File: src/rtl/core/bsn_pkg.sv
// Shared types, constants and helpers for the BGR scaler to NV12 unit.
// No dependencies; every other file of the block but bsn_div imports this package.
package bsn_pkg;

  // Field and register widths fixed by the interface.
  localparam int unsigned REG_W     = 13;
  localparam int unsigned PIX_W     = 8;
  localparam int unsigned POS_W     = 12;
  localparam int unsigned CFG_IDX_W = 2;

  // Default largest frame dimension.
  localparam int unsigned MAX_DIM_DEF = 4096;

  // Configuration register indexes.
  typedef enum logic [CFG_IDX_W-1:0] {
    CFG_SRC_WIDTH  = 2'd0,
    CFG_SRC_HEIGHT = 2'd1,
    CFG_TILE_WIDTH = 2'd2,
    CFG_TILE_HEIGHT = 2'd3
  } cfg_idx_e;

  // Register values after reset.
  localparam logic [REG_W-1:0] SRC_WIDTH_RST   = REG_W'(640);
  localparam logic [REG_W-1:0] SRC_HEIGHT_RST  = REG_W'(480);
  localparam logic [REG_W-1:0] TILE_WIDTH_RST  = REG_W'(320);
  localparam logic [REG_W-1:0] TILE_HEIGHT_RST = REG_W'(240);

  // Color conversion accumulators: 16-bit fractions of BT.601 full range.
  localparam int unsigned ACC_W  = 26;
  localparam int unsigned FRAC_W = 16;
  localparam logic signed [ACC_W-1:0] Y_R        = ACC_W'(19595);
  localparam logic signed [ACC_W-1:0] Y_G        = ACC_W'(38470);
  localparam logic signed [ACC_W-1:0] Y_B        = ACC_W'(7471);
  localparam logic signed [ACC_W-1:0] ROUND_HALF = ACC_W'(32768);
  localparam logic signed [ACC_W-1:0] CB_R       = ACC_W'(11058);
  localparam logic signed [ACC_W-1:0] CB_G       = ACC_W'(21710);
  localparam logic signed [ACC_W-1:0] CB_B       = ACC_W'(32768);
  localparam logic signed [ACC_W-1:0] CR_R       = ACC_W'(32768);
  localparam logic signed [ACC_W-1:0] CR_G       = ACC_W'(27439);
  localparam logic signed [ACC_W-1:0] CR_B       = ACC_W'(5329);
  // 128 in the integer part plus the rounding half.
  localparam logic signed [ACC_W-1:0] CHROMA_OFS = ACC_W'(8421376);
  localparam logic signed [ACC_W-1:0] PIX_MAX    = ACC_W'(255);

  // Chroma value sent when the sample carries no chroma.
  localparam logic [PIX_W-1:0] CHROMA_MID = PIX_W'(128);

  // Status of the setup sequencer as seen by the datapath.
  typedef struct packed {
    logic busy;      // Scale factors are being recomputed.
    logic fix_load;  // First-step correction values are now valid.
  } seq_status_t;

  // Drop the fraction and clamp an accumulator to the pixel range.
  function automatic logic [PIX_W-1:0] clamp8(logic signed [ACC_W-1:0] t);
    logic signed [ACC_W-1:0] v;
    v = t >>> FRAC_W;
    if (t < 0) begin
      return '0;
    end else if (v > PIX_MAX) begin
      return PIX_W'(255);
    end
    return v[PIX_W-1:0];
  endfunction

endpackage

File: src/rtl/core/bgr_scale_to_nv12_unit.sv
// Top level of the BGR scaler to NV12 unit: setup sequencer and datapath.
// Depends on bsn_pkg, bsn_setup and bsn_core.
//
// The unit takes one BGR pixel per clock in raster order while in_stall_o is
// low and emits at most one NV12 sample per pixel: the input register takes
// the pixel and the result register takes its sample; while a result stalls,
// an empty input register can still take the next pixel. After reset and
// after every configuration write the unit holds in_stall_o high while its
// serial divider derives the column and row step sizes: a load state, then
// four divisions (column base, column correction, row base, row correction)
// of DIM + 1 quotient bits each, where DIM = 13 bits for the default MAX_DIM
// of 4096.
// Write all size registers first and then start the pixel stream.
module bgr_scale_to_nv12_unit #(
  parameter int unsigned MAX_DIM = bsn_pkg::MAX_DIM_DEF
) (
  input  logic                          clk_i,
  input  logic                          rst_ni,
  input  logic                          cfg_we_i,
  input  logic [bsn_pkg::CFG_IDX_W-1:0] cfg_index_i,
  input  logic [bsn_pkg::REG_W-1:0]     cfg_wdata_i,
  input  logic                          in_valid_i,
  output logic                          in_stall_o,
  input  logic [bsn_pkg::PIX_W-1:0]     blue_i,
  input  logic [bsn_pkg::PIX_W-1:0]     green_i,
  input  logic [bsn_pkg::PIX_W-1:0]     red_i,
  input  logic                          frame_start_i,
  output logic                          out_valid_o,
  input  logic                          out_stall_i,
  output logic [bsn_pkg::PIX_W-1:0]     luma_o,
  output logic [bsn_pkg::PIX_W-1:0]     chroma_blue_o,
  output logic [bsn_pkg::PIX_W-1:0]     chroma_red_o,
  output logic                          chroma_valid_o,
  output logic [bsn_pkg::POS_W-1:0]     tile_col_o,
  output logic [bsn_pkg::POS_W-1:0]     tile_row_o,
  output logic                          tile_last_o
);

  import bsn_pkg::*;

  localparam int unsigned DIM_W = $clog2(MAX_DIM + 1);
  localparam int unsigned DIV_W = DIM_W + 1;

  logic [DIM_W-1:0] sw, sh, tw, th;
  logic [DIV_W-1:0] col_bq, col_fq, row_bq, row_fq;
  logic [DIM_W-1:0] col_br, col_fr, row_br, row_fr;
  logic [DIM_W-1:0] col_rem, row_rem;
  seq_status_t      status;

  // Configuration and step-size derivation.
  bsn_setup #(
    .MAX_DIM(MAX_DIM)
  ) u_setup (
    .clk_i,
    .rst_ni,
    .cfg_we_i,
    .cfg_index_i,
    .cfg_wdata_i,
    .col_rem_i   (col_rem),
    .row_rem_i   (row_rem),
    .sw_o        (sw),
    .sh_o        (sh),
    .tw_o        (tw),
    .th_o        (th),
    .col_base_q_o(col_bq),
    .col_base_r_o(col_br),
    .col_fix_q_o (col_fq),
    .col_fix_r_o (col_fr),
    .row_base_q_o(row_bq),
    .row_base_r_o(row_br),
    .row_fix_q_o (row_fq),
    .row_fix_r_o (row_fr),
    .status_o    (status)
  );

  // Pixel datapath.
  bsn_core #(
    .MAX_DIM(MAX_DIM)
  ) u_core (
    .clk_i,
    .rst_ni,
    .sw_i          (sw),
    .sh_i          (sh),
    .tw_i          (tw),
    .th_i          (th),
    .col_base_q_i  (col_bq),
    .col_base_r_i  (col_br),
    .col_fix_q_i   (col_fq),
    .col_fix_r_i   (col_fr),
    .row_base_q_i  (row_bq),
    .row_base_r_i  (row_br),
    .row_fix_q_i   (row_fq),
    .row_fix_r_i   (row_fr),
    .status_i      (status),
    .col_rem_o     (col_rem),
    .row_rem_o     (row_rem),
    .in_valid_i,
    .in_stall_o,
    .blue_i,
    .green_i,
    .red_i,
    .frame_start_i,
    .out_valid_o,
    .out_stall_i,
    .luma_o,
    .chroma_blue_o,
    .chroma_red_o,
    .chroma_valid_o,
    .tile_col_o,
    .tile_row_o,
    .tile_last_o
  );

endmodule

File: src/rtl/core/bsn_div.sv
// Restoring divider, one quotient bit per cycle, used by the setup sequencer.
// Depends on nothing but its parameters.
module bsn_div #(
  parameter int unsigned DEND_W = 14,
  parameter int unsigned DSOR_W = 13
) (
  input  logic              clk_i,
  input  logic              rst_ni,
  input  logic              start_i,
  input  logic [DEND_W-1:0] dividend_i,
  input  logic [DSOR_W-1:0] divisor_i,
  output logic              done_o,
  output logic [DEND_W-1:0] quo_o,
  output logic [DSOR_W-1:0] rem_o
);

  localparam int unsigned CNT_W = $clog2(DEND_W + 1);

  logic              run_q, run_d;
  logic              done_q, done_d;
  logic [CNT_W-1:0]  cnt_q, cnt_d;
  logic [DEND_W-1:0] quo_q, quo_d;
  logic [DSOR_W-1:0] rem_q, rem_d;
  logic [DSOR_W-1:0] dsor_q, dsor_d;
  logic [DSOR_W:0]   trial;
  logic              fits;

  // Shift the next dividend bit into the partial remainder and try to subtract.
  assign trial = {rem_q, quo_q[DEND_W-1]};
  assign fits  = trial >= {1'b0, dsor_q};

  always_comb begin
    run_d  = run_q;
    done_d = 1'b0;
    cnt_d  = cnt_q;
    quo_d  = quo_q;
    rem_d  = rem_q;
    dsor_d = dsor_q;
    if (start_i) begin
      run_d  = 1'b1;
      cnt_d  = CNT_W'(DEND_W);
      quo_d  = dividend_i;
      rem_d  = '0;
      dsor_d = divisor_i;
    end else if (run_q) begin
      quo_d = {quo_q[DEND_W-2:0], fits};
      rem_d = fits ? DSOR_W'(trial - {1'b0, dsor_q}) : DSOR_W'(trial);
      cnt_d = cnt_q - CNT_W'(1);
      if (cnt_q == CNT_W'(1)) begin
        run_d  = 1'b0;
        done_d = 1'b1;
      end
    end
  end

  // Control state.
  always_ff @(posedge clk_i or negedge rst_ni) begin
    if (!rst_ni) begin
      run_q  <= 1'b0;
      done_q <= 1'b0;
      cnt_q  <= '0;
    end else begin
      run_q  <= run_d;
      done_q <= done_d;
      cnt_q  <= cnt_d;
    end
  end

  // Operands and partial results.
  always_ff @(posedge clk_i) begin
    quo_q  <= quo_d;
    rem_q  <= rem_d;
    dsor_q <= dsor_d;
  end

  assign done_o = done_q;
  assign quo_o  = quo_q;
  assign rem_o  = rem_q;

endmodule

File: src/rtl/core/bsn_setup.sv
// Configuration registers, effective frame and tile sizes, and the sequencer
// that derives the per-step scale factors. Depends on bsn_pkg and bsn_div.
module bsn_setup #(
  parameter int unsigned MAX_DIM = bsn_pkg::MAX_DIM_DEF,
  localparam int unsigned DIM_W  = $clog2(MAX_DIM + 1),
  localparam int unsigned DIV_W  = DIM_W + 1
) (
  input  logic                           clk_i,
  input  logic                           rst_ni,
  input  logic                           cfg_we_i,
  input  logic [bsn_pkg::CFG_IDX_W-1:0]  cfg_index_i,
  input  logic [bsn_pkg::REG_W-1:0]      cfg_wdata_i,
  input  logic [DIM_W-1:0]               col_rem_i,
  input  logic [DIM_W-1:0]               row_rem_i,
  output logic [DIM_W-1:0]               sw_o,
  output logic [DIM_W-1:0]               sh_o,
  output logic [DIM_W-1:0]               tw_o,
  output logic [DIM_W-1:0]               th_o,
  output logic [DIV_W-1:0]               col_base_q_o,
  output logic [DIM_W-1:0]               col_base_r_o,
  output logic [DIV_W-1:0]               col_fix_q_o,
  output logic [DIM_W-1:0]               col_fix_r_o,
  output logic [DIV_W-1:0]               row_base_q_o,
  output logic [DIM_W-1:0]               row_base_r_o,
  output logic [DIV_W-1:0]               row_fix_q_o,
  output logic [DIM_W-1:0]               row_fix_r_o,
  output bsn_pkg::seq_status_t           status_o
);

  import bsn_pkg::*;

  typedef enum logic [5:0] {
    S_LOAD     = 6'b000001,
    S_COL_BASE = 6'b000010,
    S_COL_FIX  = 6'b000100,
    S_ROW_BASE = 6'b001000,
    S_ROW_FIX  = 6'b010000,
    S_IDLE     = 6'b100000
  } seq_state_e;

  logic [REG_W-1:0] src_w_q, src_w_d, src_h_q, src_h_d;
  logic [REG_W-1:0] tile_w_q, tile_w_d, tile_h_q, tile_h_d;
  logic [DIM_W-1:0] sw_q, sh_q, tw_q, th_q;
  seq_state_e       state_q, state_d;
  logic             start_q, start_d;
  logic             fix_load;
  logic [DIV_W-1:0] dividend;
  logic [DIM_W-1:0] divisor;
  logic             div_done;
  logic             div_fin;
  logic [DIV_W-1:0] div_quo;
  logic [DIM_W-1:0] div_rem;
  logic [DIV_W-1:0] col_bq_q, col_fq_q, row_bq_q, row_fq_q;
  logic [DIM_W-1:0] col_br_q, col_fr_q, row_br_q, row_fr_q;

  // Source dimension: zero reads as one, large values saturate.
  function automatic logic [DIM_W-1:0] src_dim(logic [REG_W-1:0] v);
    logic [31:0] t;
    t = 32'(v);
    if (t == 32'd0) begin
      t = 32'd1;
    end else if (t > MAX_DIM) begin
      t = 32'(MAX_DIM);
    end
    return t[DIM_W-1:0];
  endfunction

  // Tile dimension: saturated, kept even and no larger than the source.
  function automatic logic [DIM_W-1:0] tile_dim(logic [REG_W-1:0] v, logic [DIM_W-1:0] src);
    logic [31:0] t;
    t = 32'(v);
    if (t > MAX_DIM) begin
      t = 32'(MAX_DIM);
    end
    t[0] = 1'b0;
    if (t > 32'(src)) begin
      t = 32'(src);
    end
    t[0] = 1'b0;
    return t[DIM_W-1:0];
  endfunction

  // Register write decode.
  always_comb begin
    src_w_d  = src_w_q;
    src_h_d  = src_h_q;
    tile_w_d = tile_w_q;
    tile_h_d = tile_h_q;
    if (cfg_we_i) begin
      unique case (cfg_idx_e'(cfg_index_i))
        CFG_SRC_WIDTH:   src_w_d  = cfg_wdata_i;
        CFG_SRC_HEIGHT:  src_h_d  = cfg_wdata_i;
        CFG_TILE_WIDTH:  tile_w_d = cfg_wdata_i;
        CFG_TILE_HEIGHT: tile_h_d = cfg_wdata_i;
        default: ;
      endcase
    end
  end

  always_ff @(posedge clk_i or negedge rst_ni) begin
    if (!rst_ni) begin
      src_w_q  <= SRC_WIDTH_RST;
      src_h_q  <= SRC_HEIGHT_RST;
      tile_w_q <= TILE_WIDTH_RST;
      tile_h_q <= TILE_HEIGHT_RST;
    end else begin
      src_w_q  <= src_w_d;
      src_h_q  <= src_h_d;
      tile_w_q <= tile_w_d;
      tile_h_q <= tile_h_d;
    end
  end

  // Effective sizes, settled during the load state of the sequencer.
  always_ff @(posedge clk_i) begin
    sw_q <= src_dim(src_w_q);
    sh_q <= src_dim(src_h_q);
    tw_q <= tile_dim(tile_w_q, src_dim(src_w_q));
    th_q <= tile_dim(tile_h_q, src_dim(src_h_q));
  end

  // A done pulse that meets a fresh start belongs to an abandoned division.
  assign div_fin = div_done && !start_q;

  // Sequencer: base quotient and remainder of size over tile size, then the
  // correction for the first step from the remainder left in the counters.
  always_comb begin
    state_d  = state_q;
    start_d  = 1'b0;
    fix_load = 1'b0;
    if (cfg_we_i) begin
      state_d = S_LOAD;
    end else begin
      unique case (state_q)
        S_LOAD: begin
          state_d = S_COL_BASE;
          start_d = 1'b1;
        end
        S_COL_BASE: begin
          if (div_fin) begin
            state_d = S_COL_FIX;
            start_d = 1'b1;
          end
        end
        S_COL_FIX: begin
          if (div_fin) begin
            state_d = S_ROW_BASE;
            start_d = 1'b1;
          end
        end
        S_ROW_BASE: begin
          if (div_fin) begin
            state_d = S_ROW_FIX;
            start_d = 1'b1;
          end
        end
        S_ROW_FIX: begin
          if (div_fin) begin
            state_d  = S_IDLE;
            fix_load = 1'b1;
          end
        end
        S_IDLE: ;
        default: state_d = S_LOAD;
      endcase
    end
  end

  always_ff @(posedge clk_i or negedge rst_ni) begin
    if (!rst_ni) begin
      state_q <= S_LOAD;
      start_q <= 1'b0;
    end else begin
      state_q <= state_d;
      start_q <= start_d;
    end
  end

  // Divider operand selection.
  always_comb begin
    case (state_q)
      S_COL_FIX: begin
        dividend = DIV_W'(col_rem_i) + DIV_W'(col_br_q);
        divisor  = tw_q;
      end
      S_ROW_BASE: begin
        dividend = DIV_W'(sh_q);
        divisor  = th_q;
      end
      S_ROW_FIX: begin
        dividend = DIV_W'(row_rem_i) + DIV_W'(row_br_q);
        divisor  = th_q;
      end
      default: begin
        dividend = DIV_W'(sw_q);
        divisor  = tw_q;
      end
    endcase
  end

  bsn_div #(
    .DEND_W(DIV_W),
    .DSOR_W(DIM_W)
  ) u_div (
    .clk_i,
    .rst_ni,
    .start_i   (start_q),
    .dividend_i(dividend),
    .divisor_i (divisor),
    .done_o    (div_done),
    .quo_o     (div_quo),
    .rem_o     (div_rem)
  );

  // Capture each division result as it completes.
  always_ff @(posedge clk_i) begin
    if (div_fin && state_q == S_COL_BASE) begin
      col_bq_q <= div_quo;
      col_br_q <= div_rem;
    end
    if (div_fin && state_q == S_COL_FIX) begin
      col_fq_q <= div_quo;
      col_fr_q <= div_rem;
    end
    if (div_fin && state_q == S_ROW_BASE) begin
      row_bq_q <= div_quo;
      row_br_q <= div_rem;
    end
    if (div_fin && state_q == S_ROW_FIX) begin
      row_fq_q <= div_quo;
      row_fr_q <= div_rem;
    end
  end

  assign sw_o         = sw_q;
  assign sh_o         = sh_q;
  assign tw_o         = tw_q;
  assign th_o         = th_q;
  assign col_base_q_o = col_bq_q;
  assign col_base_r_o = col_br_q;
  assign col_fix_q_o  = col_fq_q;
  assign col_fix_r_o  = col_fr_q;
  assign row_base_q_o = row_bq_q;
  assign row_base_r_o = row_br_q;
  assign row_fix_q_o  = row_fq_q;
  assign row_fix_r_o  = row_fr_q;

  assign status_o.busy     = state_q != S_IDLE;
  assign status_o.fix_load = fix_load;

endmodule

File: src/rtl/core/bsn_csc.sv
// BT.601 full-range color conversion of one pixel, rounded and clamped.
// Depends on bsn_pkg for coefficients and the clamp helper.
module bsn_csc (
  input  logic [bsn_pkg::PIX_W-1:0] red_i,
  input  logic [bsn_pkg::PIX_W-1:0] green_i,
  input  logic [bsn_pkg::PIX_W-1:0] blue_i,
  output logic [bsn_pkg::PIX_W-1:0] luma_o,
  output logic [bsn_pkg::PIX_W-1:0] cb_o,
  output logic [bsn_pkg::PIX_W-1:0] cr_o
);

  import bsn_pkg::*;

  logic signed [ACC_W-1:0] rs, gs, bs;
  logic signed [ACC_W-1:0] y_acc, cb_acc, cr_acc;

  assign rs = signed'(ACC_W'(red_i));
  assign gs = signed'(ACC_W'(green_i));
  assign bs = signed'(ACC_W'(blue_i));

  // Weighted sums with the offset and rounding half folded in.
  assign y_acc  = Y_R * rs + Y_G * gs + Y_B * bs + ROUND_HALF;
  assign cb_acc = CHROMA_OFS - CB_R * rs - CB_G * gs + CB_B * bs;
  assign cr_acc = CHROMA_OFS + CR_R * rs - CR_G * gs - CR_B * bs;

  assign luma_o = clamp8(y_acc);
  assign cb_o   = clamp8(cb_acc);
  assign cr_o   = clamp8(cr_acc);

endmodule

File: src/rtl/core/bsn_core.sv
// Pixel datapath: input register, position tracking, sampling decision and
// result register. Depends on bsn_pkg and bsn_csc.
module bsn_core #(
  parameter int unsigned MAX_DIM = bsn_pkg::MAX_DIM_DEF,
  localparam int unsigned DIM_W  = $clog2(MAX_DIM + 1),
  localparam int unsigned DIV_W  = DIM_W + 1
) (
  input  logic                      clk_i,
  input  logic                      rst_ni,
  input  logic [DIM_W-1:0]          sw_i,
  input  logic [DIM_W-1:0]          sh_i,
  input  logic [DIM_W-1:0]          tw_i,
  input  logic [DIM_W-1:0]          th_i,
  input  logic [DIV_W-1:0]          col_base_q_i,
  input  logic [DIM_W-1:0]          col_base_r_i,
  input  logic [DIV_W-1:0]          col_fix_q_i,
  input  logic [DIM_W-1:0]          col_fix_r_i,
  input  logic [DIV_W-1:0]          row_base_q_i,
  input  logic [DIM_W-1:0]          row_base_r_i,
  input  logic [DIV_W-1:0]          row_fix_q_i,
  input  logic [DIM_W-1:0]          row_fix_r_i,
  input  bsn_pkg::seq_status_t      status_i,
  output logic [DIM_W-1:0]          col_rem_o,
  output logic [DIM_W-1:0]          row_rem_o,
  input  logic                      in_valid_i,
  output logic                      in_stall_o,
  input  logic [bsn_pkg::PIX_W-1:0] blue_i,
  input  logic [bsn_pkg::PIX_W-1:0] green_i,
  input  logic [bsn_pkg::PIX_W-1:0] red_i,
  input  logic                      frame_start_i,
  output logic                      out_valid_o,
  input  logic                      out_stall_i,
  output logic [bsn_pkg::PIX_W-1:0] luma_o,
  output logic [bsn_pkg::PIX_W-1:0] chroma_blue_o,
  output logic [bsn_pkg::PIX_W-1:0] chroma_red_o,
  output logic                      chroma_valid_o,
  output logic [bsn_pkg::POS_W-1:0] tile_col_o,
  output logic [bsn_pkg::POS_W-1:0] tile_row_o,
  output logic                      tile_last_o
);

  import bsn_pkg::*;

  localparam int unsigned CNT_W = $clog2(MAX_DIM);
  localparam int unsigned DW1   = DIM_W + 1;
  localparam int unsigned QW    = DIV_W + 1;

  // Input register.
  logic             in_vld_q, in_vld_d;
  logic [PIX_W-1:0] blue_q, green_q, red_q;
  logic             fs_q;
  logic             adv, in_take, proc;

  // Position state.
  logic [CNT_W-1:0] scc_q, scc_d, src_q, src_d, tcc_q, tcc_d, trc_q, trc_d;
  logic [POS_W-1:0] nsc_q, nsc_d, nsr_q, nsr_d;
  logic [DIM_W-1:0] crem_q, crem_d, rrem_q, rrem_d;
  logic             cfix_q, cfix_d, rfix_q, rfix_d;

  // State as seen after an optional frame start.
  logic [CNT_W-1:0] scc_c, src_c, tcc_c, trc_c;
  logic [POS_W-1:0] nsc_c, nsr_c;
  logic [DIM_W-1:0] crem_c, rrem_c;
  logic             cfix_c, rfix_c;

  logic             row_hit, col_hit, chroma_hit, last_hit;
  logic [DW1-1:0]   scc_p1, src_p1, tcc_p1, trc_p1;
  logic             tcc_more, trc_more;
  logic [DIV_W-1:0] col_t, row_t;
  logic             col_ge, row_ge;
  logic [QW-1:0]    col_qsum, row_qsum;
  logic [DIM_W-1:0] col_rn, row_rn;
  logic [POS_W-1:0] nsc_adv, nsr_adv;

  logic [PIX_W-1:0] y_pix, cb_pix, cr_pix;

  // Result register.
  logic             out_vld_q, out_vld_d;
  logic [PIX_W-1:0] luma_q, cb_q, cr_q;
  logic             cv_q, last_q;
  logic [POS_W-1:0] tcol_q, trow_q;

  // Handshake: the input register moves on whenever the result register can.
  assign adv        = !out_vld_q || !out_stall_i;
  assign in_stall_o = status_i.busy || (in_vld_q && !adv);
  assign in_take    = in_valid_i && !in_stall_o;
  assign proc       = in_vld_q && adv;

  always_comb begin
    in_vld_d = in_vld_q;
    if (in_take) begin
      in_vld_d = 1'b1;
    end else if (proc) begin
      in_vld_d = 1'b0;
    end
  end

  always_ff @(posedge clk_i) begin
    if (in_take) begin
      blue_q  <= blue_i;
      green_q <= green_i;
      red_q   <= red_i;
      fs_q    <= frame_start_i;
    end
  end

  // A frame start clears every counter before the pixel is looked at.
  assign scc_c  = fs_q ? '0 : scc_q;
  assign src_c  = fs_q ? '0 : src_q;
  assign tcc_c  = fs_q ? '0 : tcc_q;
  assign trc_c  = fs_q ? '0 : trc_q;
  assign nsc_c  = fs_q ? '0 : nsc_q;
  assign nsr_c  = fs_q ? '0 : nsr_q;
  assign crem_c = fs_q ? '0 : crem_q;
  assign rrem_c = fs_q ? '0 : rrem_q;
  assign cfix_c = fs_q ? 1'b0 : cfix_q;
  assign rfix_c = fs_q ? 1'b0 : rfix_q;

  // Sampling decision for this pixel.
  assign row_hit = (th_i != '0) && (32'(trc_c) < 32'(th_i)) && (32'(src_c) == 32'(nsr_c));
  assign col_hit = row_hit && (tw_i != '0) && (32'(tcc_c) < 32'(tw_i)) &&
                   (32'(scc_c) == 32'(nsc_c));
  assign chroma_hit = !tcc_c[0] && !trc_c[0];

  assign scc_p1   = DW1'(scc_c) + DW1'(1);
  assign src_p1   = DW1'(src_c) + DW1'(1);
  assign tcc_p1   = DW1'(tcc_c) + DW1'(1);
  assign trc_p1   = DW1'(trc_c) + DW1'(1);
  assign tcc_more = tcc_p1 < DW1'(tw_i);
  assign trc_more = trc_p1 < DW1'(th_i);
  assign last_hit = (tcc_p1 == DW1'(tw_i)) && (trc_p1 == DW1'(th_i));

  // Next sampled column: base step plus one when the remainder wraps. The
  // first step after a size change uses the correction from the sequencer.
  assign col_t    = DIV_W'(crem_c) + DIV_W'(col_base_r_i);
  assign col_ge   = col_t >= DIV_W'(tw_i);
  assign col_qsum = QW'(col_base_q_i) + (cfix_c ? QW'(col_fix_q_i) : QW'(col_ge));
  assign col_rn   = cfix_c ? col_fix_r_i :
                    (col_ge ? DIM_W'(col_t - DIV_W'(tw_i)) : DIM_W'(col_t));
  assign nsc_adv  = POS_W'(32'(nsc_c) + 32'(col_qsum));

  // Same for the next sampled row.
  assign row_t    = DIV_W'(rrem_c) + DIV_W'(row_base_r_i);
  assign row_ge   = row_t >= DIV_W'(th_i);
  assign row_qsum = QW'(row_base_q_i) + (rfix_c ? QW'(row_fix_q_i) : QW'(row_ge));
  assign row_rn   = rfix_c ? row_fix_r_i :
                    (row_ge ? DIM_W'(row_t - DIV_W'(th_i)) : DIM_W'(row_t));
  assign nsr_adv  = POS_W'(32'(nsr_c) + 32'(row_qsum));

  // Counter update for one processed pixel.
  always_comb begin
    scc_d  = scc_q;
    src_d  = src_q;
    tcc_d  = tcc_q;
    trc_d  = trc_q;
    nsc_d  = nsc_q;
    nsr_d  = nsr_q;
    crem_d = crem_q;
    rrem_d = rrem_q;
    cfix_d = cfix_q;
    rfix_d = rfix_q;
    if (proc) begin
      scc_d  = scc_c;
      src_d  = src_c;
      tcc_d  = tcc_c;
      trc_d  = trc_c;
      nsc_d  = nsc_c;
      nsr_d  = nsr_c;
      crem_d = crem_c;
      rrem_d = rrem_c;
      cfix_d = cfix_c;
      rfix_d = rfix_c;
      // Advance along the tile row after a sample; wrap after the last one.
      if (col_hit) begin
        if (tcc_more) begin
          tcc_d  = CNT_W'(tcc_p1);
          nsc_d  = nsc_adv;
          crem_d = col_rn;
          cfix_d = 1'b0;
        end else begin
          tcc_d = '0;
        end
      end
      // End of a source row clears the column tracking.
      if (scc_p1 >= DW1'(sw_i)) begin
        scc_d  = '0;
        tcc_d  = '0;
        nsc_d  = '0;
        crem_d = '0;
        cfix_d = 1'b0;
        if (row_hit) begin
          if (trc_more) begin
            trc_d  = CNT_W'(trc_p1);
            nsr_d  = nsr_adv;
            rrem_d = row_rn;
            rfix_d = 1'b0;
          end else begin
            trc_d = '0;
          end
        end
        // End of the frame clears the row tracking.
        if (src_p1 >= DW1'(sh_i)) begin
          src_d  = '0;
          trc_d  = '0;
          nsr_d  = '0;
          rrem_d = '0;
          rfix_d = 1'b0;
        end else begin
          src_d = CNT_W'(src_p1);
        end
      end else begin
        scc_d = CNT_W'(scc_p1);
      end
    end
    if (status_i.fix_load) begin
      cfix_d = 1'b1;
      rfix_d = 1'b1;
    end
  end

  always_ff @(posedge clk_i or negedge rst_ni) begin
    if (!rst_ni) begin
      in_vld_q  <= 1'b0;
      out_vld_q <= 1'b0;
      scc_q     <= '0;
      src_q     <= '0;
      tcc_q     <= '0;
      trc_q     <= '0;
      nsc_q     <= '0;
      nsr_q     <= '0;
      crem_q    <= '0;
      rrem_q    <= '0;
      cfix_q    <= 1'b0;
      rfix_q    <= 1'b0;
    end else begin
      in_vld_q  <= in_vld_d;
      out_vld_q <= out_vld_d;
      scc_q     <= scc_d;
      src_q     <= src_d;
      tcc_q     <= tcc_d;
      trc_q     <= trc_d;
      nsc_q     <= nsc_d;
      nsr_q     <= nsr_d;
      crem_q    <= crem_d;
      rrem_q    <= rrem_d;
      cfix_q    <= cfix_d;
      rfix_q    <= rfix_d;
    end
  end

  bsn_csc u_csc (
    .red_i  (red_q),
    .green_i(green_q),
    .blue_i (blue_q),
    .luma_o (y_pix),
    .cb_o   (cb_pix),
    .cr_o   (cr_pix)
  );

  // Result register: loaded when a sampled pixel is processed.
  always_comb begin
    out_vld_d = out_vld_q;
    if (adv) begin
      out_vld_d = proc && col_hit;
    end
  end

  always_ff @(posedge clk_i) begin
    if (proc && col_hit) begin
      luma_q <= y_pix;
      cb_q   <= chroma_hit ? cb_pix : CHROMA_MID;
      cr_q   <= chroma_hit ? cr_pix : CHROMA_MID;
      cv_q   <= chroma_hit;
      tcol_q <= POS_W'(tcc_c);
      trow_q <= POS_W'(trc_c);
      last_q <= last_hit;
    end
  end

  assign col_rem_o      = crem_q;
  assign row_rem_o      = rrem_q;
  assign out_valid_o    = out_vld_q;
  assign luma_o         = luma_q;
  assign chroma_blue_o  = cb_q;
  assign chroma_red_o   = cr_q;
  assign chroma_valid_o = cv_q;
  assign tile_col_o     = tcol_q;
  assign tile_row_o     = trow_q;
  assign tile_last_o    = last_q;

endmodule

File: config.mk
export PLATFORM = sky130hd
export DESIGN_NAME = bgr_scale_to_nv12_unit
export DESIGN_NICKNAME = d
export VERILOG_FILES = /design/src/rtl/core/bsn_pkg.sv /design/src/rtl/core/bgr_scale_to_nv12_unit.sv /design/src/rtl/core/bsn_div.sv /design/src/rtl/core/bsn_setup.sv /design/src/rtl/core/bsn_csc.sv /design/src/rtl/core/bsn_core.sv
export SDC_FILE = /design/constraint.sdc
export NUM_CORES = 2
export LEC_CHECK = 0
export BUFFER_PORTS_ARGS = -buffer_cell sky130_fd_sc_hd__clkbuf_2
export CAP_MARGIN = 40
export CELL_PAD_IN_SITES_DETAIL_PLACEMENT = 1
export CELL_PAD_IN_SITES_GLOBAL_PLACEMENT = 1
export CORE_ASPECT_RATIO = 0.8
export CORE_MARGIN = 5
export CORE_UTILIZATION = 35
export DETAILED_ROUTE_END_ITERATION = 10
export GPL_TIMING_DRIVEN = 0
export PLACE_DENSITY_LB_ADDON = 0.2
export SETUP_SLACK_MARGIN = 0.3
export SLEW_MARGIN = 25
export SYNTH_ARGS = -nofsm -noshare
export SYNTH_HDL_FRONTEND = slang
export SYNTH_SLANG_ARGS = --single-unit
File: constraint.sdc
create_clock -name clk_i -period 17.2 [get_ports clk_i]
set_clock_uncertainty 0.2 [all_clocks]
set_input_delay 0.86 -clock clk_i [delete_from_list [all_inputs] [get_ports clk_i]]
set_output_delay 0.86 -clock clk_i [all_outputs]
set_load 0.03 [all_outputs]
# After elaboration in Yosys (flattened, before gate mapping)
# Cells that the tools add are included.
[totals]
register_bits = 432
inputBits = 45
output_inout_bits = 52
[classes]
add_sub_neg = 25
n_mul = 7
order_cmp = 21
n_eq_ne = 20
n_mux = 100
n_reduce_logical = 40
[ops]
columns = ["operator", "n"]
rows = [
  ["2-to-1 mux 12 bit", 25],
  ["2-to-1 mux 13 bit", 23],
  ["less-than comparator 26 x 1 -> 1 bit (second input constant)", 3],
  ["2-to-1 mux 8 bit", 9],
  [">= comparator 14 x 13 -> 1 bit", 5],
  ["multiplier 15 x 8 -> 23 bit (first input constant)", 3],
  ["multiplier 13 x 8 -> 21 bit (first input constant)", 3],
  ["adder 13 x 13 -> 14 bit", 4],
  ["adder 12 x 1 -> 13 bit (second input constant)", 4],
  ["> comparator 13 bit (second input constant)", 4],
  ["adder 12 bit", 4],
  ["case mux 14 bit (3 select lines)", 1],
  ["subtractor 13 bit", 3],
  ["case mux 6 bit (6 select lines)", 1],
  ["2-to-1 mux 1 bit", 31],
  ["> comparator 10 x 9 -> 1 bit (second input constant)", 3],
  ["2-to-1 mux 6 bit", 5],
  ["== test 14 x 13 -> 1 bit", 2],
  ["less-than comparator 14 x 13 -> 1 bit", 2],
  ["2-to-1 mux 14 bit", 2],
  ["adder 26 x 17 -> 26 bit (second input constant)", 1],
  ["adder 26 x 22 -> 26 bit", 1],
  ["adder 26 x 24 -> 26 bit", 1],
  ["adder 26 x 25 -> 26 bit", 1],
  ["other kinds (35)", 72],
]

# Longest topological paths before layout
[depth]
word_depth = 11
mapped_depth = 38
depth_no_buf = 32

# By module
# Synthesis repeated with hierarchy kept, for this count alone.
[unflattened]
cells_unflattened = 4172
hier_area_um2 = 42011.5
[by_module_without_submodules]
columns = ["module", "instances", "cells_each", "area_per_inst_um2"]
rows = [
  ["bsn_csc", 1, 1644, 15516.1],
  ["bsn_core", 1, 1575, 14525.2],
  ["bsn_setup", 1, 706, 9384.0],
  ["bsn_div", 1, 247, 2586.2],
]

# Least setup slack after synthesis
# No wires, ideal clock.
[synth_path]
path_kind = "register to register"
startpoint = "reg u_core.blue_q[0]"
endpoint = "reg u_core.cr_q[0] (netlist: u_core.chroma_red_o[0]), data pin"
setup_time_ns = 0.254
arrival_time_ns = 7.832
setup_slack_ns = 8.913
stages_incl_launch_ff = 30
path_buffers = 0
cell_sequence = "edfxtp_1 inv_1 ha_1 fa_1 ha_1 fa_1 a21o_1 a21oi_1 o21bai_1 a21oi_1 inv_1 a21oi_1 o21ai_0 nor2_1 xnor2_1 ha_1 fa_1 fa_1 fa_1 fa_1 inv_1 ha_1 a21o_1 or2_2 a211oi_1 o31ai_1 a31oi_1 o21bai_1 xnor2_1 o21a_1"
[synth_between]
elab_chain_len = 6
elab_cells_between_ends = 8
classes_between = "add/sub: 1; mul: 1; order compare: 2; mux: 4"
[synth_rtl]
columns = ["item", "line_no", "rtl"]
rows = [
  ["from (decl)", "bsn_core.sv:50", "logic [PIX_W-1:0] blue_q, green_q, red_q;"],
  ["from (signal assigned)", "bsn_core.sv:100", "blue_q <= blue_i;"],
  ["multiplier 13 x 8 -> 21 bit (*)", "bsn_csc.sv:24", "assign cr_acc = CHROMA_OFS + CR_R * rs - CR_G * gs - CR_B * bs;"],
  ["subtractor 26 x 22 -> 26 bit (*)", "bsn_csc.sv:24", ""],
  ["parallel branches: the longest is 3 deep, another holds less-than comparator 26 x 1 -> 1 bit", "-", ""],
  ["2-to-1 mux 8 bit (*)", "bsn_pkg.sv:63", "return v[PIX_W-1:0];"],
  ["to (signal assigned)", "bsn_core.sv:272", "cr_q <= chroma_hit ? cr_pix : CHROMA_MID;"],
  ["to (decl)", "bsn_core.sv:79", "logic [PIX_W-1:0] luma_q, cb_q, cr_q;"],
]
# Mark *: on every way between the ends.
# A chain may end at the register's enable or synchronous reset.

# Worst setup path in the final report
[layout_path]
startpoint = "reg u_core.fs_q"
endpoint = "reg u_core.nsr_q[11]"
[layout_between]
elab_chain_len = 10
elab_cells_between_ends = 25
classes_between = "add/sub: 6; order compare: 5; eq/ne: 1; mux: 11; reduce/logical: 2"
[layout_rtl]
columns = ["item", "line_no", "rtl"]
rows = [
  ["from (decl)", "bsn_core.sv:51", "logic fs_q;"],
  ["from (signal assigned)", "bsn_core.sv:103", "fs_q <= frame_start_i;"],
  ["2-to-1 mux 13 bit", "bsn_core.sv:115", "assign rrem_c = fs_q ? '0 : rrem_q;"],
  ["adder 13 x 13 -> 14 bit", "bsn_core.sv:143", "assign row_t = DIV_W'(rrem_c) + DIV_W'(row_base_r_i);"],
  [">= comparator 14 x 13 -> 1 bit", "bsn_core.sv:144", "assign row_ge = row_t >= DIV_W'(th_i);"],
  ["2-to-1 mux 12 bit", "bsn_core.sv:145", "assign row_qsum = QW'(row_base_q_i) + (rfix_c ? QW'(row_fix_q_i) : QW'(row_ge));"],
  ["adder 12 bit", "bsn_core.sv:145", ""],
  ["adder 12 bit", "bsn_core.sv:148", "assign nsr_adv = POS_W'(32'(nsr_c) + 32'(row_qsum));"],
  ["2-to-1 mux 12 bit", "bsn_core.sv:192", "if (trc_more) begin"],
  ["2-to-1 mux 12 bit", "bsn_core.sv:191", "if (row_hit) begin"],
  ["2-to-1 mux 12 bit", "bsn_core.sv:202", "if (src_p1 >= DW1'(sh_i)) begin"],
  ["2-to-1 mux 12 bit (*)", "bsn_core.sv:185", "if (scc_p1 >= DW1'(sw_i)) begin"],
  ["to (signal assigned)", "bsn_core.sv:243", "nsr_q <= nsr_d;"],
  ["to (decl)", "bsn_core.sv:56", "logic [POS_W-1:0] nsc_q, nsc_d, nsr_q, nsr_d;"],
]
# Mark *: on every way between the ends. The rest lies on a longest branch, timed or not.

==> impl_metrics.py <==
metrics = {
    "status": {
        "outcome": "completed",
    },
    "sta": {
        "finalWorstPathRequiredPeriod_ns": 11.03,
        "final_hold_viol_count": 0,
        "endpoints_failing_setup": 0,
        "maximum_frequency_from_static_timing_analysis_mhz": 90.7,
        "rsz0062_at_grt": "false",
        "tightestPinTransition_ns": 0.930,
        "post-route-period-util": 0.641,
        "total_negative_setup_slack_ns": 0,
        "slew_headroom": 0.373,
        "final-max-slew-violation-count": 0,
    },
    "placed_design": {
        "post-dp-hpwl_um": 114000,
        "numPortBuffers": 96,
        "gpl.final_weighted_congestion": 0.883,
    },
    "worst_setup_path": {
        "critPathArrivalTime_ns": 11.44,
        "cp_num_buf_inv": 8,
        "worst_setup_path_start_kind": "register",
        "critical_path.max_fanout": 10,
        "crit_path_end_kind": "register",
        "crit_type": "register to register",
        "critical_path.slowest_cell": "sky130_fd_sc_hd__clkbuf_1",
        "crit_required_ns": 17.61,
        "critical-path-max-stage-delay_ns": 0.69,
        "critical_path.top_delay_family": "buffers and inverters",
        "timing.critical_path.mode_cell": "sky130_fd_sc_hd__clkbuf_1",
    },
    "layout": {
        "drive_gt1_frac": 0.0865,
        "finish.net_count": 5263,
        "syn2layout_area_growth_pct": 11.7,
    },
    "synthesis": {
        "yosys_register_bits": 429,
        "synthAdderAreaFrac": 0.326,
        "synthDistinctLibCells": 97,
        "post_synth_and_or_nand_nor_area_fraction": 0.115,
        "syn_area_per_cell_sq_um": 10.0,
        "largest_cells_by_area_after_synthesis": "sky130_fd_sc_hd__ha_1 (21%), sky130_fd_sc_hd__edfxtp_1 (15%), sky130_fd_sc_hd__fa_1 (12%)",
        "synth_top_cell_by_area": "sky130_fd_sc_hd__ha_1",
        "synth_enable_flop_cells": 201,
        "synth_nets": 5084,
        "post_synth_inst_count": 4113,
        "synth_top_family_by_area": "adder cells",
        "syn-cell-area_sq_um": 41200,
        "most_used_flip_flop_cell_after_synthesis": "sky130_fd_sc_hd__edfxtp_1",
        "ys_async_sr_fraction": 0.385,
        "synth_top_area_share": 0.207,
        "synth-seq-area-share": 0.278,
        "post_synth_mux_area_share": 0.0279,
        "synth_compound_area_frac": 0.134,
        "synthesis.yosys.warnings": 0,
        "post_synth_xor_area_fraction": 0.0613,
    },
    "detailed_routing": {
        "drt_first_pass_iters": 5,
        "antenna_violating_nets_post_route": 0,
        "met3RoutedLength_um": 9860,
        "route.detailed.drc": 0,
        "route.detailed.wl_per_inst_um": 23.5,
        "wl_met1_um": 72700,
        "num_vias": 31466,
        "route.detailed.vias_per_inst": 5.36,
        "route.top_layer_used": "met5",
        "wirelength_um": 138000,
        "1st_iter_drt_viols": 2056,
        "wl_met2_um": 52900,
    },
    "global_routing": {
        "grt_max_degree": 70,
        "grt.overflow.total": 0,
        "gr-usage-all-layers": 0.220,
        "via_count_of_the_first_global_routing_pass": 32560,
        "wire_length_of_the_first_global_routing_pass_um": 208000,
        "antenna_found_initial": 13,
    },
    "floorplan": {
        "die_width_um": 393,
        "start_util": 0.353,
        "fp.coreArea_sq_um": 117000,
        "die_h_um": 317,
        "design.die.area_sq_um": 125000,
        "fp-row-count": 112,
        "io_pins": 97,
    },
    "cts": {
        "h_tree_levels": 2,
        "worst_skew_pair_latency_ns": 0.68,
        "cts-buffers-inserted": 52,
        "cts_tree": "done",
        "clk_pin_slew_ns": 0.06,
        "cts-root-to-sink-buffers": 3,
        "cts_root_buffer": "sky130_fd_sc_hd__clkbuf_16",
        "hold_buffers": 1,
        "cts.sink_count": 429,
        "post_cts.resized_instances": 0,
        "cts_setup_buffers": 0,
    },
    "power": {
        "power_per_cell_area_nw_per_um2": 77.1,
        "finalPower_mw": 3.54,
        "peakVddDrop_mv": 0.0758,
        "static-leakage-power_nw": 21.9,
    },
    "job": {
        "cap_viol_max_count": 0,
    },
    "hold_path": {
        "hold_path_class": "input pin to register",
    },
}
[layout make-up]
class                      count  area (sq um)
timing repair buffer         125           980
buffer                        86           382
sequential                   429         11400
multi-input combinational   3066         27300
fill                       13069         70800
tap                         1539          1930
antenna                        1          2.50
clock buffer                  61          1390
inverter                     532          2000
clock inverter                37           480
[routing by layer]
layer	vias to the layer above	GRT usage
li1	14778	-
met1	15868	0.350
met2	706	0.306
met3	112	0.0464
met4	2	0.0403
met5	-	0
[sequential cells by signal (all words and copies together) (netlist names), 13 cells and up]
register / count
u_setup.u_div.quo_o: 14
u_core.col_rem_o: 13
u_core.row_rem_o: 13
u_setup.col_base_r_o: 13
u_setup.col_fix_r_o: 13
u_setup.row_base_r_o: 13
u_setup.row_fix_r_o: 13
u_setup.sh_o: 13
u_setup.src_h_q: 13
u_setup.src_w_q: 13
u_setup.sw_o: 13
u_setup.u_div.rem_o: 13
[power by group]
group	internal, mW	switching (mW)
clock	0.695	0.517
combinational	0.362	0.529
sequential	1.22	0.219
total	2.28	1.26
[placed cells by master, fill, tap and decap left out, types with 13 or more instances in the layout]
master                      Yosys  final
sky130_fd_sc_hd__nor4_1        27     27
sky130_fd_sc_hd__nand2b_1      27     27
sky130_fd_sc_hd__edfxtp_1     201    201
sky130_fd_sc_hd__ha_1         682    682
sky130_fd_sc_hd__clkbuf_16      0     54
sky130_fd_sc_hd__clkbuf_1      64     70
sky130_fd_sc_hd__nor2b_1      130    130
sky130_fd_sc_hd__and3_1        35     34
sky130_fd_sc_hd__o211ai_1      22     22
sky130_fd_sc_hd__and2_1        46     44
sky130_fd_sc_hd__buf_2         11     13
sky130_fd_sc_hd__xor2_1       132    132
sky130_fd_sc_hd__clkbuf_2       0     95
sky130_fd_sc_hd__dfxtp_1       63     63
sky130_fd_sc_hd__o21a_1        48     48
sky130_fd_sc_hd__mux2_2        78     78
sky130_fd_sc_hd__nor3_1        58     57
sky130_fd_sc_hd__o21bai_1      33     33
sky130_fd_sc_hd__mux2i_1       27     27
sky130_fd_sc_hd__nand2_1      246    246
sky130_fd_sc_hd__inv_1        531    529
sky130_fd_sc_hd__nor2_1       175    174
sky130_fd_sc_hd__a211o_1       14     14
sky130_fd_sc_hd__nand4_1       24     24
sky130_fd_sc_hd__a21oi_1      209    209
sky130_fd_sc_hd__a211oi_1      28     28
sky130_fd_sc_hd__dfrtp_1      152    152
sky130_fd_sc_hd__o21ai_0      155    155
sky130_fd_sc_hd__fa_1         244    244
sky130_fd_sc_hd__or3_1         23     23
sky130_fd_sc_hd__o41ai_1       13     13
sky130_fd_sc_hd__xnor2_1      154    154
sky130_fd_sc_hd__a21o_1        96     96
sky130_fd_sc_hd__o21ai_1       14     14
sky130_fd_sc_hd__a22o_1        43     43
sky130_fd_sc_hd__nand3_1       70     70
sky130_fd_sc_hd__a31oi_1       24     24
sky130_fd_sc_hd__dfstp_2       13     13
[worst register-to-register path: cells and delay by family (launching register included)]
kind / cells / cell delay, ns
adders and majority gates: 5 / 1.67
AOI/OAI and AO/OA: 15 / 3.35
and+or+nand+nor: 6 / 1.07
xor gates and xnor gates: 1 / 0.21
DFF: 1 / 0.33
buffers and inverters: 8 / 4.19
[cells in the mapped netlist, drive strengths merged (10+ instances only)]
master  count
dfrtp     152
a221oi     10
ha        682
nor3b      12
or3        23
xor2      132
a21oi     210
and3       35
a22o       43
or2        15
buf        22
xnor2     155
a211oi     30
a211o      14
o211ai     22
fa        244
mux2       78
o21ai     169
a31oi      25
nor2b     132
a21o       96
nor3       60
inv       531
o21bai     33
edfxtp    201
nand2     248
o41ai      13
dfxtp      63
and2       46
nand2b     27
nand4      24
a32oi      12
o21a       48
nor4       28
nor2      175
dfstp      13
clkbuf     64
o31ai      11
mux2i      27
nand3      71
[cells by family (layout without fill, tap and decap cells)]
| logic type | after synthesis | after routing |
|---|---|---|
| buf+inv | 618 | 841 |
| compound gates | 821 | 821 |
| fa+ha+maj | 926 | 926 |
| mux | 105 | 105 |
| simple gates | 927 | 927 |
| flops | 429 | 429 |
| other cells | 0 | 1 |
| xor+xnor | 287 | 287 |
[stage by stage]
| stage | worst slack (ns) | util | instance area [sq um] | hold slack, ns | cells |
|---|---|---|---|---|---|
| 2_1_floorplan | 8.91 | - | 41200 | 0.256 | 4113 |
| 3_3_place_gp | 5.99 | 0.373 | 43600 | 0.278 | 5748 |
| 3_5_place_dp | 6.27 | 0.377 | 44000 | 0.286 | 5772 |
| 4_1_cts | 6.28 | 0.393 | 45900 | 0.125 | 5871 |
| 5_1_grt | 5.53 | 0.394 | 45900 | 0.143 | 5875 |
| 6_report | 6.17 | 0.394 | 45900 | 0.173 | 5876 |
[worst paths after layout]
path	cells after the start	end	slack, ns	startpoint
setup / recovery	35	u_core.nsr_q[11]$_DFFE_PN0P_	6.17	u_core.fs_q$_DFFE_PP_
hold / removal	1	u_core.red_q[0]$_DFFE_PP_	0.17	red_i[0]
setup reg to reg	35	u_core.nsr_q[11]$_DFFE_PN0P_	6.17	u_core.fs_q$_DFFE_PP_
hold reg to reg	1	u_setup.tile_w_q[7]$_DFFE_PN0P_	0.30	u_setup.tile_w_q[7]$_DFFE_PN0P_
max in group asynchronous	4	u_setup.src_w_q[7]$_DFFE_PN1P_	15.10	rst_ni
min in group asynchronous	2	u_core.col_rem_o[10]$_DFFE_PN0P_	0.52	rst_ni
(Power assumes the default switching activity.)
